**src/cbs_pkg.sv**
```systemverilog
`timescale 1ns / 1ps
// cbs_pkg: shared types, register indexes and defaults for the codebook background subtractor
// no dependencies
package cbs_pkg;

    localparam int DEF_MAX_PIXELS    = 524288;
    localparam int DEF_MAX_CODEWORDS = 8;
    localparam int DEF_TIME_BITS     = 16;

    localparam int CFG_IDX_W  = 4;
    localparam int CFG_DATA_W = 16;

    localparam logic [CFG_IDX_W-1:0] CFG_UPDATE_INTERVAL = 4'd0;
    localparam logic [CFG_IDX_W-1:0] CFG_LEARN_FRAMES    = 4'd1;
    localparam logic [CFG_IDX_W-1:0] CFG_CLEAR_PERIOD    = 4'd2;
    localparam logic [CFG_IDX_W-1:0] CFG_BOUND_Y         = 4'd3;
    localparam logic [CFG_IDX_W-1:0] CFG_BOUND_CR        = 4'd4;
    localparam logic [CFG_IDX_W-1:0] CFG_BOUND_CB        = 4'd5;
    localparam logic [CFG_IDX_W-1:0] CFG_MARGIN_LOW      = 4'd6;
    localparam logic [CFG_IDX_W-1:0] CFG_MARGIN_HIGH     = 4'd7;

    localparam logic [15:0] RST_UPDATE_INTERVAL = 16'd100;
    localparam logic [7:0]  RST_LEARN_FRAMES    = 8'd30;
    localparam logic [15:0] RST_CLEAR_PERIOD    = 16'd60;
    localparam logic [7:0]  RST_BOUND_Y         = 8'd10;
    localparam logic [7:0]  RST_BOUND_CR        = 8'd5;
    localparam logic [7:0]  RST_BOUND_CB        = 8'd5;
    localparam logic [8:0]  RST_MARGIN_LOW      = 9'd20;
    localparam logic [8:0]  RST_MARGIN_HIGH     = 9'd20;

    typedef struct packed {
        logic [7:0] y;
        logic [7:0] cr;
        logic [7:0] cb;
        logic       end_of_frame;
    } t_pix_in;

    typedef struct packed {
        logic foreground;
        logic learning;
        logic codebook_full;
        logic frame_end;
    } t_pix_out;

    // commands from the sequencer, at most one per cycle
    typedef struct packed {
        logic clr_step;
        logic accept;
        logic meta;
        logic rd;
        logic lex;
        logic lfin;
        logic cex;
        logic cfin;
        logic tex;
        logic out_load;
    } t_cmd;

    typedef struct packed {
        logic clr_last;
        logic walk_done;
        logic learn_en;
        logic clear_en;
        logic test_en;
    } t_sts;

endpackage

```
**src/cbs_ctrl.sv**
```systemverilog
`timescale 1ns / 1ps
// cbs_ctrl: sequencer for one pixel at a time and the post-reset clearing pass
// depends on cbs_pkg
module cbs_ctrl (
    input  logic          i_clk,
    input  logic          i_rst_n,
    input  logic          i_in_valid,
    output logic          o_in_ready,
    output logic          o_out_valid,
    input  logic          i_out_ready,
    input  cbs_pkg::t_sts i_sts,
    output cbs_pkg::t_cmd o_cmd
);
    import cbs_pkg::*;

    typedef enum logic [3:0] {
        S_CLR, S_IDLE, S_META, S_L_RD, S_L_EX, S_L_FIN,
        S_C_RD, S_C_EX, S_C_FIN, S_T_RD, S_T_EX, S_DONE
    } t_state;

    t_state r_state, n_state;
    logic   r_out_valid;
    t_cmd   n_cmd;

    always_comb begin
        n_state = r_state;
        n_cmd   = '0;
        case (r_state)
            S_CLR: begin
                n_cmd.clr_step = 1'b1;
                if (i_sts.clr_last) n_state = S_IDLE;
            end
            S_IDLE: begin
                if (i_in_valid) begin
                    n_cmd.accept = 1'b1;
                    n_state      = S_META;
                end
            end
            S_META: begin
                n_cmd.meta = 1'b1;
                if (i_sts.learn_en)      n_state = S_L_RD;
                else if (i_sts.clear_en) n_state = S_C_RD;
                else if (i_sts.test_en)  n_state = S_T_RD;
                else                     n_state = S_DONE;
            end
            S_L_RD: begin
                if (i_sts.walk_done) begin
                    n_state = S_L_FIN;
                end else begin
                    n_cmd.rd = 1'b1;
                    n_state  = S_L_EX;
                end
            end
            S_L_EX: begin
                n_cmd.lex = 1'b1;
                n_state   = S_L_RD;
            end
            S_L_FIN: begin
                n_cmd.lfin = 1'b1;
                if (i_sts.clear_en)     n_state = S_C_RD;
                else if (i_sts.test_en) n_state = S_T_RD;
                else                    n_state = S_DONE;
            end
            S_C_RD: begin
                if (i_sts.walk_done) begin
                    n_state = S_C_FIN;
                end else begin
                    n_cmd.rd = 1'b1;
                    n_state  = S_C_EX;
                end
            end
            S_C_EX: begin
                n_cmd.cex = 1'b1;
                n_state   = S_C_RD;
            end
            S_C_FIN: begin
                n_cmd.cfin = 1'b1;
                n_state    = S_T_RD;
            end
            S_T_RD: begin
                if (i_sts.walk_done) begin
                    n_state = S_DONE;
                end else begin
                    n_cmd.rd = 1'b1;
                    n_state  = S_T_EX;
                end
            end
            S_T_EX: begin
                n_cmd.tex = 1'b1;
                n_state   = S_T_RD;
            end
            S_DONE: begin
                if (!r_out_valid || i_out_ready) begin
                    n_cmd.out_load = 1'b1;
                    n_state        = S_IDLE;
                end
            end
            default: n_state = S_IDLE;
        endcase
    end

    always_ff @(posedge i_clk) begin
        if (!i_rst_n) begin
            r_state     <= S_CLR;
            r_out_valid <= 1'b0;
        end else begin
            r_state <= n_state;
            if (n_cmd.out_load)   r_out_valid <= 1'b1;
            else if (i_out_ready) r_out_valid <= 1'b0;
        end
    end

    assign o_cmd       = n_cmd;
    assign o_in_ready  = (r_state == S_IDLE);
    assign o_out_valid = r_out_valid;

    a_cmd_single: assert property (@(posedge i_clk) disable iff (!i_rst_n)
        $onehot0(n_cmd)) else $error("more than one datapath command");
    a_no_take_in_clear: assert property (@(posedge i_clk) disable iff (!i_rst_n)
        (r_state == S_CLR) |-> !o_in_ready) else $error("pixel taken during clear pass");
    a_load_free: assert property (@(posedge i_clk) disable iff (!i_rst_n)
        n_cmd.out_load |-> (!r_out_valid || i_out_ready))
        else $error("result register overwritten");
    a_accept_meta: assert property (@(posedge i_clk) disable iff (!i_rst_n)
        n_cmd.accept |=> (r_state == S_META)) else $error("accept not followed by meta read");

endmodule

```
**config.mk**
```make
export PLATFORM = sky130hd
export DESIGN_NAME = cbs_ctrl
export DESIGN_NICKNAME = d
export VERILOG_FILES = /design/src/cbs_pkg.sv /design/src/cbs_ctrl.sv
export SDC_FILE = /design/constraint.sdc
export NUM_CORES = 1
export LEC_CHECK = 0
export BUFFER_PORTS_ARGS = -buffer_cell sky130_fd_sc_hd__buf_2
export CORE_AREA = 2 2 39 41
export CTS_CLUSTER_SIZE = 40
export DETAILED_ROUTE_END_ITERATION = 7
export DIE_AREA = 0 0 41 43
export PLACE_DENSITY = 0.68
export SYNTH_ARGS = -nofsm -noshare
export SYNTH_HDL_FRONTEND = slang
export SYNTH_SLANG_ARGS = --single-unit
```
**constraint.sdc**
```tcl
create_clock -name i_clk -period 2.6 [get_ports i_clk]
set_clock_uncertainty 0.1 [all_clocks]
set_input_delay 0.52 -clock i_clk [delete_from_list [all_inputs] [get_ports i_clk]]
set_output_delay 0.52 -clock i_clk [all_outputs]
set_load 0.01 [all_outputs]
```
Word-level counts from Yosys, hierarchy flattened
Cells that the tools add are included.
{ "word_totals": {"reg_bits": 5, "wordCells": 48} }
{ "classes": {"eq_ne": 14, "muxes": 25, "n_reduce_logical": 7} }
{ "op_table": {"columns": ["op", "n"], "rows": [
  ["case mux 4 bit (11 select lines)", 1],
  ["2-to-1 mux 4 bit", 6],
  ["2-to-1 mux 1 bit", 17],
  ["equality test 4 x 3 -> 1 bit (second input constant)", 4],
  ["equality test 4 bit (second input constant)", 4],
  ["equality test 4 x 2 -> 1 bit (second input constant)", 2],
  ["inequality test 2 bit (second input constant)", 3],
  ["equality test 4 x 1 -> 1 bit (second input constant)", 1],
  ["zero test 4 bit", 1],
  ["AND reduction 3 bit", 1],
  ["OR reduction 3 bit", 1],
  ["2-to-1 mux 2 bit", 1],
  ["nonzero test 2 bit", 1],
  ["OR reduction 2 bit", 1],
  ["zero test 1 bit", 1],
  ["logical OR 1 bit", 1]
]} }

Depth between registers and ports, before layout
Gate-level depths: netlist of run 1.
{ "logic_depth": {"depth_word": 5, "ltp_mapped": 5} }

Worst setup path after synthesis of run 1
Ideal clock, no wire load.
{ "synth_timing": {"kind": "register to output", "startpoint": "register r_state[0]", "endpoint": "output port o_cmd[8] in the netlist's numbering", "t_arrival_ps": 1075, "slack_ps": 905, "path_stages_with_launch": 4, "path_buffers": 0, "cell_sequence": "dfxtp_1 nand2b_1 nor3_1 and2_1"} }
{ "synth_lines": {"columns": ["item", "line_no", "rtl"], "rows": [
  ["start, declared", "cbs_ctrl.sv:21", "t_state r_state, n_state;"],
  ["start signal, assigned", "cbs_ctrl.sv:107", "r_state <= n_state;"],
  ["end, declared", "cbs_ctrl.sv:12", "output cbs_pkg::t_cmd o_cmd"]
]} }

==> results.cfg, run 1 <==
[outcome]
status = finished, final reports clean

[timing]
setup_viol = 0
worstMarginPinSlew_ns = 0.572
relSlewSlack_pct = 61.8
setup_tns_ns = 0
fin_crit_ns = 2.29
fin_crit_sh_pct = 87.9
layout_setup_ws_ns = 0.315
rsz0062_at_grt = no
finalHoldViolCount = 0
max_freq_mhz = 438
drv_slew = 0

[logic_synthesis]
ys_ff_latch = 5
synth_area_sq_um = 539
netlist_instances = 74
netlist.area_leader.share_pct = 18.6
synth_nets = 83
synth_compound_area_share_pct = 23.9
synth-seq-area-share_pct = 18.6
synth_mux_area_share_pct = 0
synth_adder_area_share_pct = 0
synth-simple-area-share_pct = 45.9
synth-xor-area-share_pct = 1.62
synth_top_family_by_area = simple AND/OR/NAND/NOR gates
synth_area_leaders = dfxtp_1 19%, nand2b_1 8.1%, nor2_1 7.0%
yosysWarnings = 0
synth_largest_area_cell = dfxtp_1
postSynthAreaPerCell_sq_um = 7.29
synthDistinctLibCells = 32

[die]
pin_count = 21
dieArea_sq_um = 1760
die_y_microns = 43
rows = 14
core_sq_um = 1380
start_util_pct = 39.0
die_x_microns = 41

[pwr]
leakage_nw = 0.268
max-vdd-ir-drop_v = 0.000236
power_density_nw_per_um2 = 369

[clock_network]
cts_tree = built
cts_setup_buffers = 0
cts_inserted_buffers = 3
path_clk_slew_ns = 0.04
clk_latency_ns = 0.24
cts-root-buf = clkbuf_4
ctsResizeCount = 0
cts_hold_buf = 0
clock_path_buffers = 2
cts_num_sinks = 5
h-tree-depth = 1

[drt]
drc = 0
ant_nets = 0
wl_per_cell_microns = 11.9
vias = 594
viasPerCell = 5.45
routed_wl_mm = 1.30
drt_iter0_drc = 6
first_pass_iters = 3

[global_routing]
grt_usage_pct = 16.4
grt_overflow = 0
grt_max_degree = 19
grt_pass1_vias = 480
antenna_found_initial = 0
grt_pass1_wl_mm = 2.01

[worst_setup_path]
worstSetupPathType = reg -> out
worstSetupEndpointType = output pin
crit_required_ns = 1.98
path_max_fanout = 16
r2r_end = r_state[0]$_SDFFE_PN0P_
reg2reg_slack_ns = 0.85
start_kind = flop
r2r_start = r_state[2]$_SDFFE_PN0P_
crit_end = o_cmd[6]
reg2reg_depth = 4
critPathArrivalTime_ns = 1.67
worstSetupStartpoint = r_state[2]$_SDFFE_PN0P_

[cells_and_area]
diodes = 0
nFillCells = 143
final_common_cell = buf_2
areaGrowthSynthToFinish_pct = 18.6
drive_above_1_share_pct = 30.1
layout_common_cells = 20 x buf_2, 10 x nor2_1, 7 x nand2b_1
fin_nets = 103

[placement]
pre_cts_slack_ns = 0.591
dpl.hpwl_microns = 973
port_buffers = 20
gp_congestion = 0.821

[hold_path]
hold_path.class = in -> reg

[flow_run]
cap_violations = 0
-- report_power, final --
part | internal [W] | switching, W | leakage (nW) | total [W]
registers | 0.0000798 | 0.0000122 | 0.0406 | 0.0000921
logic | 0.0000275 | 0.0000284 | 0.212 | 0.0000559
clock network | 0.0000579 | 0.0000300 | 0.0150 | 0.0000878
-- synth_stat cells, drive strengths merged --
| cell | n |
|---|---|
| o22ai | 2 |
| o21ai | 4 |
| o21a | 2 |
| nor2b | 3 |
| buf | 5 |
| a31oi | 1 |
| a311oi | 1 |
| dfxtp | 5 |
| and3b | 1 |
| a2111oi | 1 |
| nor2 | 11 |
| and2 | 4 |
| nor4b | 1 |
| a211oi | 1 |
| a221oi | 1 |
| nor3 | 7 |
| nor4 | 2 |
| inv | 2 |
| o31a | 1 |
| nor3b | 2 |
| nand2 | 3 |
| a21oi | 4 |
| nand2b | 7 |
| and4b | 1 |
| and2b | 1 |
| xnor2 | 1 |
-- worst max-delay path: stages, from the launching register on --
cell and delay [ns]:
dfxtp_1 0.64, nand2b_1 0.38, o22ai_1 0.14, nor2b_1 0.13, buf_2 0.13
-- per-layer routing --
layer	global-route usage, %	part of all wire (%)	vias to the layer above
met4	4.67	0	0
met5	0	0	-
li1	-	-	306
met3	6.28	3.4	0
met2	26.3	52	11
met1	19.3	45	277
-- layout make-up --
| cell class | instances | area, sq um | share of cell area, % |
|---|---|---|---|
| multi-input cells | 62 | 385 | 60.3 |
| flip-flops and latches | 5 | 100 | 15.7 |
| repair buffers | 20 | 100 | 15.7 |
| clock buffers | 4 | 26.3 | 4.11 |
| well taps | 16 | 20.0 | 3.13 |
| inverters | 2 | 7.51 | 1.17 |
-- cell families (layout without fill, tap and decap cells) --
family,Yosys count,count (layout)
xor+xnor,1,1
compound gates,18,18
buf+inv,7,26
simple gates,43,43
flops,5,5
-- flip-flops by register name, summed over array words and instances (netlist names) --
name,flops
o_out_valid,1
r_state,4
-- worst min-delay path by stage --
stage	end	cells after the start	start
floorplan	o_out_valid$_SDFFE_PN0P_	3	o_out_valid$_SDFFE_PN0P_
global placement	o_out_valid$_SDFFE_PN0P_	3	o_out_valid$_SDFFE_PN0P_
finish	r_state[2]$_SDFFE_PN0P_	2	i_rst_n
global route	r_state[2]$_SDFFE_PN0P_	2	i_rst_n
detailed placement	o_out_valid$_SDFFE_PN0P_	3	o_out_valid$_SDFFE_PN0P_
CTS	r_state[2]$_SDFFE_PN0P_	2	i_rst_n
-- through the flow --
step / hold slack (ns) / cell area (sq um) / total power [W] / utilization (%) / cells
finish: 0.422 / 639 / 0.000236 / 46.2 / 109
global route: 0.439 / 639 / 0.000253 / 46.2 / 109
CTS: 0.420 / 639 / 0.000240 / 46.2 / 109
detailed placement: 0.525 / 613 / 0.000149 / 44.3 / 105
global placement: 0.518 / 613 / 0.000148 / 44.3 / 105
floorplan: 0.530 / 539 / 0.000132 / - / 74
No activity file was read; power rests on OpenSTA's default activity.
==> run 2: changes to the inputs <==
--- a/config.mk
+++ b/config.mk
@@ -5,12 +5,12 @@
 export SDC_FILE = /design/constraint.sdc
 export NUM_CORES = 1
 export LEC_CHECK = 0
+export ABC_AREA = 1
 export BUFFER_PORTS_ARGS = -buffer_cell sky130_fd_sc_hd__buf_2
 export CORE_AREA = 2 2 39 41
 export CTS_CLUSTER_SIZE = 40
 export DETAILED_ROUTE_END_ITERATION = 7
 export DIE_AREA = 0 0 41 43
-export PLACE_DENSITY = 0.68
 export SYNTH_ARGS = -nofsm -noshare
 export SYNTH_HDL_FRONTEND = slang
 export SYNTH_SLANG_ARGS = --single-unit
==> run 2 against run 1 <==
Compared with the run above:
- hold slack barely moved
- setup slack improved by 0.31 ns
- synthesized area fell by 16%
- maximum frequency rose by 16%
- total power rose by 51%
- sequential power rose by 11%
- routed wire length fell by 6.8%
- largest cell class unchanged
- highest routed layer is now met4
==> results.cfg, run 2 <==
[die]
dieArea_sq_um = 1760
die_x_microns = 41
pin_count = 21
start_util_pct = 32.5
rows = 14
core_sq_um = 1380
die_y_microns = 43

[timing]
setup_tns_ns = 0
drv_slew = 0
rsz0062_at_grt = no
finalHoldViolCount = 0
setup_viol = 0
worstMarginPinSlew_ns = 0.237
layout_setup_ws_ns = 0.624
fin_crit_ns = 1.98
relSlewSlack_pct = 84.0
max_freq_mhz = 506
fin_crit_sh_pct = 76.0
finalHoldWorstSlack_ns = 0.422

[drt]
vias = 610
viasPerCell = 4.69
routed_wl_mm = 1.21
ant_nets = 0
drt_iter0_drc = 24
first_pass_iters = 4
drc = 0
wl_per_cell_microns = 9.33

[hold_path]
whs_path_depth = 3
hold_path.class = in -> reg
hold_end = r_state[0]$_SDFFE_PN0P_
hp-start = i_rst_n

[logic_synthesis]
synth_largest_area_cell = nand2_1
postSynthAreaPerCell_sq_um = 5.00
synthTopCellsByCount = 27 x nand2_1, 19 x inv_1, 16 x nor2_1
synth_area_leaders = nand2_1 23%, dfxtp_1 22%, inv_1 16%
netlist_instances = 90
synth-edff-count = 0
synth_nets = 99
netlist.area_leader.share_pct = 22.5
synthDistinctLibCells = 11
yosysWarnings = 0
synth.most_common_cell = nand2_1
yosys_most_used_dff = dfxtp_1
synth_area_sq_um = 450
ys_ff_latch = 5
async_flop_share_pct = 0
synth-seq-area-share_pct = 22.2

[pwr]
p_clk_share_pct = 25.0
seqPwrFrac_pct = 28.6
p_sw_share_pct = 42.2
leakage_nw = 0.374
p_int_w = 0.000205
max-vdd-ir-drop_v = 0.000267
combPwrFrac_pct = 46.4
power_density_nw_per_um2 = 595
p_sw_w = 0.000150

[clock_network]
clk_latency_ns = 0.24
ctsResizeCount = 0
cts_tree = built
clock_path_buffers = 2
cts-root-buf = clkbuf_4
h-tree-depth = 1
path_clk_slew_ns = 0.05
cts_setup_buffers = 0
cts_hold_buf = 0
cts_num_sinks = 5
cts_inserted_buffers = 3

[placement]
port_buffers = 20
pre_cts_slack_ns = 0.891
dpl.hpwl_mm = 1.01
gp_congestion = 0.799
placedCellCount = 126

[cells_and_area]
regMostFlops = r_state
fin_cells = 130
fin_nets = 124
nFillCells = 170
final_common_cell = nand2_1
diodes = 0
drive_above_1_share_pct = 21.1
layout_common_cells = 27 x nand2_1, 20 x buf_2, 19 x inv_1
areaGrowthSynthToFinish_pct = 32.5
largest_reg_flops = 4

[outcome]
status = finished, final reports clean

[worst_setup_path]
path_max_fanout = 6
worstSetupPathType = reg -> out
reg2reg_depth = 8
r2r_start = r_state[2]$_SDFFE_PN0P_
start_kind = flop
crit_required_ns = 1.98
critPathArrivalTime_ns = 1.36
reg2reg_slack_ns = 1.21
r2r_end = r_state[1]$_SDFFE_PN0P_
worstSetupEndpointType = output pin

[flow_run]
cap_violations = 0

[global_routing]
grt_overflow = 0
grt_pass1_vias = 500
grt_pass1_wl_mm = 1.97
grt_usage_pct = 16.5
antenna_found_initial = 0
grt_max_degree = 7
[run 2: how the worst max path moves through the flow]
| stage | start | end | slack (ns) |
|---|---|---|---|
| 2_1_floorplan | r_state[2]$_SDFFE_PN0P_ | o_cmd[6] | 1.09 |
| 3_3_place_gp | r_state[2]$_SDFFE_PN0P_ | o_cmd[6] | 0.91 |
| 3_5_place_dp | r_state[2]$_SDFFE_PN0P_ | o_cmd[6] | 0.89 |
| 4_1_cts | r_state[2]$_SDFFE_PN0P_ | o_cmd[6] | 0.62 |
| 5_1_grt | r_state[2]$_SDFFE_PN0P_ | o_cmd[6] | 0.50 |
| 6_report | r_state[2]$_SDFFE_PN0P_ | o_cmd[6] | 0.62 |
[run 2: worst max-delay path, cell delays in order (launching register included)]
cell and delay [ns]:
dfxtp_1 0.34, inv_1 0.11, nand2_1 0.13, o21ai_0 0.27, nand2_1 0.08, nand2_1 0.06, buf_2 0.12
[run 2: layer usage]
metal	track usage, %	share of wire (%)	vias up
met2	25.0	49	23
met3	1.57	6.4	2
met5	0	0	-
li1	-	-	327
met4	10.0	0.66	0
met1	21.2	44	258
[run 2: stage by stage]
stage                     util (%)  area [sq um]  power, W
after CTS                     43.1           597  0.000359
after global placement        41.2           571  0.000268
after global routing          43.1           597  0.000388
after detailed placement      41.2           571  0.000266
final                         43.1           597  0.000355
after floorplan                  -           450  0.000215
[run 2: cells by family (layout without fill, tap and decap cells)]
| kind of cell | count (synthesis) | count (layout) | synth area share, % |
|---|---|---|---|
| and+or+nand+nor | 55 | 55 | 49.4 |
| buffers and inverters | 19 | 43 | 15.8 |
| AOI/OAI and AO/OA | 11 | 11 | 12.5 |
| DFF | 5 | 5 | 22.2 |
[run 2: area by class of cell]
type / count / area (sq um) / share of cell area, %
Sequential cell: 5 / 100 / 16.8
Clock buffer: 4 / 26.3 / 4.40
Timing Repair Buffer: 20 / 100 / 16.8
Multi-Input combinational cell: 66 / 279 / 46.8
Tap cell: 16 / 20.0 / 3.35
Inverter: 19 / 71.3 / 11.9
[run 2: power by group through the flow]
stage          clock [W]  combinational [W]  sequential (W)
3_3_place_gp           0           0.000165        0.000102
4_1_cts        0.0000931           0.000164        0.000101
5_1_grt        0.0000944           0.000190        0.000104
2_1_floorplan          0           0.000114        0.000101
3_5_place_dp           0           0.000163        0.000103
6_report       0.0000888           0.000165        0.000102
==> run 3: changes to the inputs <==
==> constraint.sdc (replaced) <==
create_clock -name i_clk -period 1.6 [get_ports i_clk]
set_clock_uncertainty 0.1 [all_clocks]
set_input_delay 0.32 -clock i_clk [delete_from_list [all_inputs] [get_ports i_clk]]
set_output_delay 0.32 -clock i_clk [all_outputs]
set_load 0.01 [all_outputs]
==> run 3 against run 2 <==
Compared with the run above:
- critical path type unchanged
- register-to-register slack got worse by 0.91 ns
- die area did not move
- largest power group unchanged
- routed wire length rose by 3.0%
- first-iteration DRC count fell by 58%
==> results.cfg, run 3 (same netlist as run 2, synthesis figures left out) <==
[drt]
ant_nets = 0
vias = 605
routed_wl_mm = 1.25
drc = 0
drt_iter0_drc = 10
first_pass_iters = 4
viasPerCell = 4.55
wl_per_cell_microns = 9.39

[timing]
setup_viol = 0
drv_slew = 0
max_freq_mhz = 640
finalHoldViolCount = 0
setup_tns_ns = 0
rsz0062_at_grt = yes
relSlewSlack_pct = 88.2
worstMarginPinSlew_ns = 0.176
fin_crit_ns = 1.56
fin_crit_sh_pct = 97.6

[die]
dieArea_sq_um = 1760
die_y_microns = 43
rows = 14
core_sq_um = 1380
start_util_pct = 32.5
pin_count = 21
die_x_microns = 41

[pwr]
max-vdd-ir-drop_v = 0.000537
leakage_nw = 0.396
power_density_nw_per_um2 = 932

[worst_setup_path]
critPathArrivalTime_ns = 1.14
max_stage_delay_ns = 0.37
path_max_fanout = 6
path_cells = nand2_2, inv_2, nand2_1, o21ai_2, nand2_1, nand2_1, buf_2
start_kind = flop
worstSetupPathType = reg -> out
path_delay_family = flip-flops
cp_common_cell = nand2_1
crit_required_ns = 1.18
worstSetupEndpointType = output pin
crit_buf_inv = 2
worst_path_max_delay_cell = dfxtp_4

[global_routing]
grt_pass1_vias = 490
antenna_found_initial = 0
grt_overflow = 0
grt_pass1_wl_mm = 1.85
grt_max_degree = 7
grt_usage_pct = 15.1

[clock_network]
path_clk_slew_ns = 0.04
cts-root-buf = clkbuf_4
clock_path_buffers = 2
h-tree-depth = 1
clk_latency_ns = 0.24
cts_hold_buf = 0
cts_num_sinks = 5
cts_inserted_buffers = 3
cts_tree = built

[placement]
gp_congestion = 0.810
dpl.hpwl_microns = 989
placedCellCount = 127
port_buffers = 20

[flow_run]
cap_violations = 0

[cells_and_area]
areaGrowthSynthToFinish_pct = 49.4
diodes = 0
layout_common_cells = 24 x nand2_1, 20 x buf_2, 15 x inv_1
largest_reg_flops = 4
drive_above_1_share_pct = 35.9
final_common_cell = nand2_1
regMostFlops = r_state
fin_cells = 133
fin_nets = 127

[outcome]
status = finished, final reports clean

[hold_path]
hold_path.class = in -> reg
## run 3: cell types whose count changed in the layout (fill, tap and decap cells not counted), sizes merged
cell  before  now
buf       20   23
## run 3: power breakdown
part	internal [W]	total, W	leakage [nW]	switching, W
combinational	0.000120	0.000303	0.338	0.000183
sequential	0.000149	0.000181	0.0436	0.0000316
clock	0.0000941	0.000143	0.0150	0.0000489
total	0.000363	0.000627	0.396	0.000264
## run 3: worst paths after layout
| check | slack, ns | cells past startpoint | endpoint | startpoint |
|---|---|---|---|---|
| setup / recovery | 0.04 | 7 | o_cmd[6] | r_state[0]$_SDFFE_PN0P_ |
| hold / removal | 0.21 | 3 | r_state[0]$_SDFFE_PN0P_ | i_rst_n |
| setup reg to reg | 0.30 | 8 | r_state[0]$_SDFFE_PN0P_ | r_state[3]$_SDFFE_PN0P_ |
| hold reg to reg | 0.48 | 4 | o_out_valid$_SDFFE_PN0P_ | o_out_valid$_SDFFE_PN0P_ |
## run 3: stage by stage
step | area (sq um) | util (%) | hold WS, ns | setup WS, ns | power (W)
after floorplan | 450 | - | 0.343 | 0.285 | 0.000349
after global placement | 578 | 41.8 | 0.470 | 0.110 | 0.000438
after detailed placement | 578 | 41.8 | 0.469 | 0.0889 | 0.000437
after CTS | 631 | 45.6 | 0.206 | 0.00197 | 0.000608
after global routing | 673 | 48.6 | 0.230 | -0.0455 | 0.000684
final | 673 | 48.6 | 0.210 | 0.0378 | 0.000627
## run 3: final cells by class
class                      instances  area (sq um)
tap                               16          20.0
inverter                          19          73.8
timing repair buffer              23           123
fill                             157           711
sequential                         5           115
clock buffer                       4          26.3
multi-input combinational         66           315
## run 3: repair_timing
| item | 4_1_cts | 5_1_grt |
|---|---|---|
| buffers inserted | 0 | 2 |
| pin swaps | 2 | 2 |
| endpoints found under the setup margin | 5 | 5 |
| gates resized for setup | 15 | 9 |
## run 3: per-layer routing
metal,GRT usage (%),up-vias,part of all wire [%]
met2,25.3,20,49
li1,-,331,-
met1,18.3,252,45
met3,1.57,2,4.6
met5,0,-,0
met4,6.00,0,1.3
## run 3: worst min-delay path: cells and delay by family
kind	cells	cell delay (ns)
buf+inv	1	0.10
simple gates	1	0.06
compound gates	1	0.03
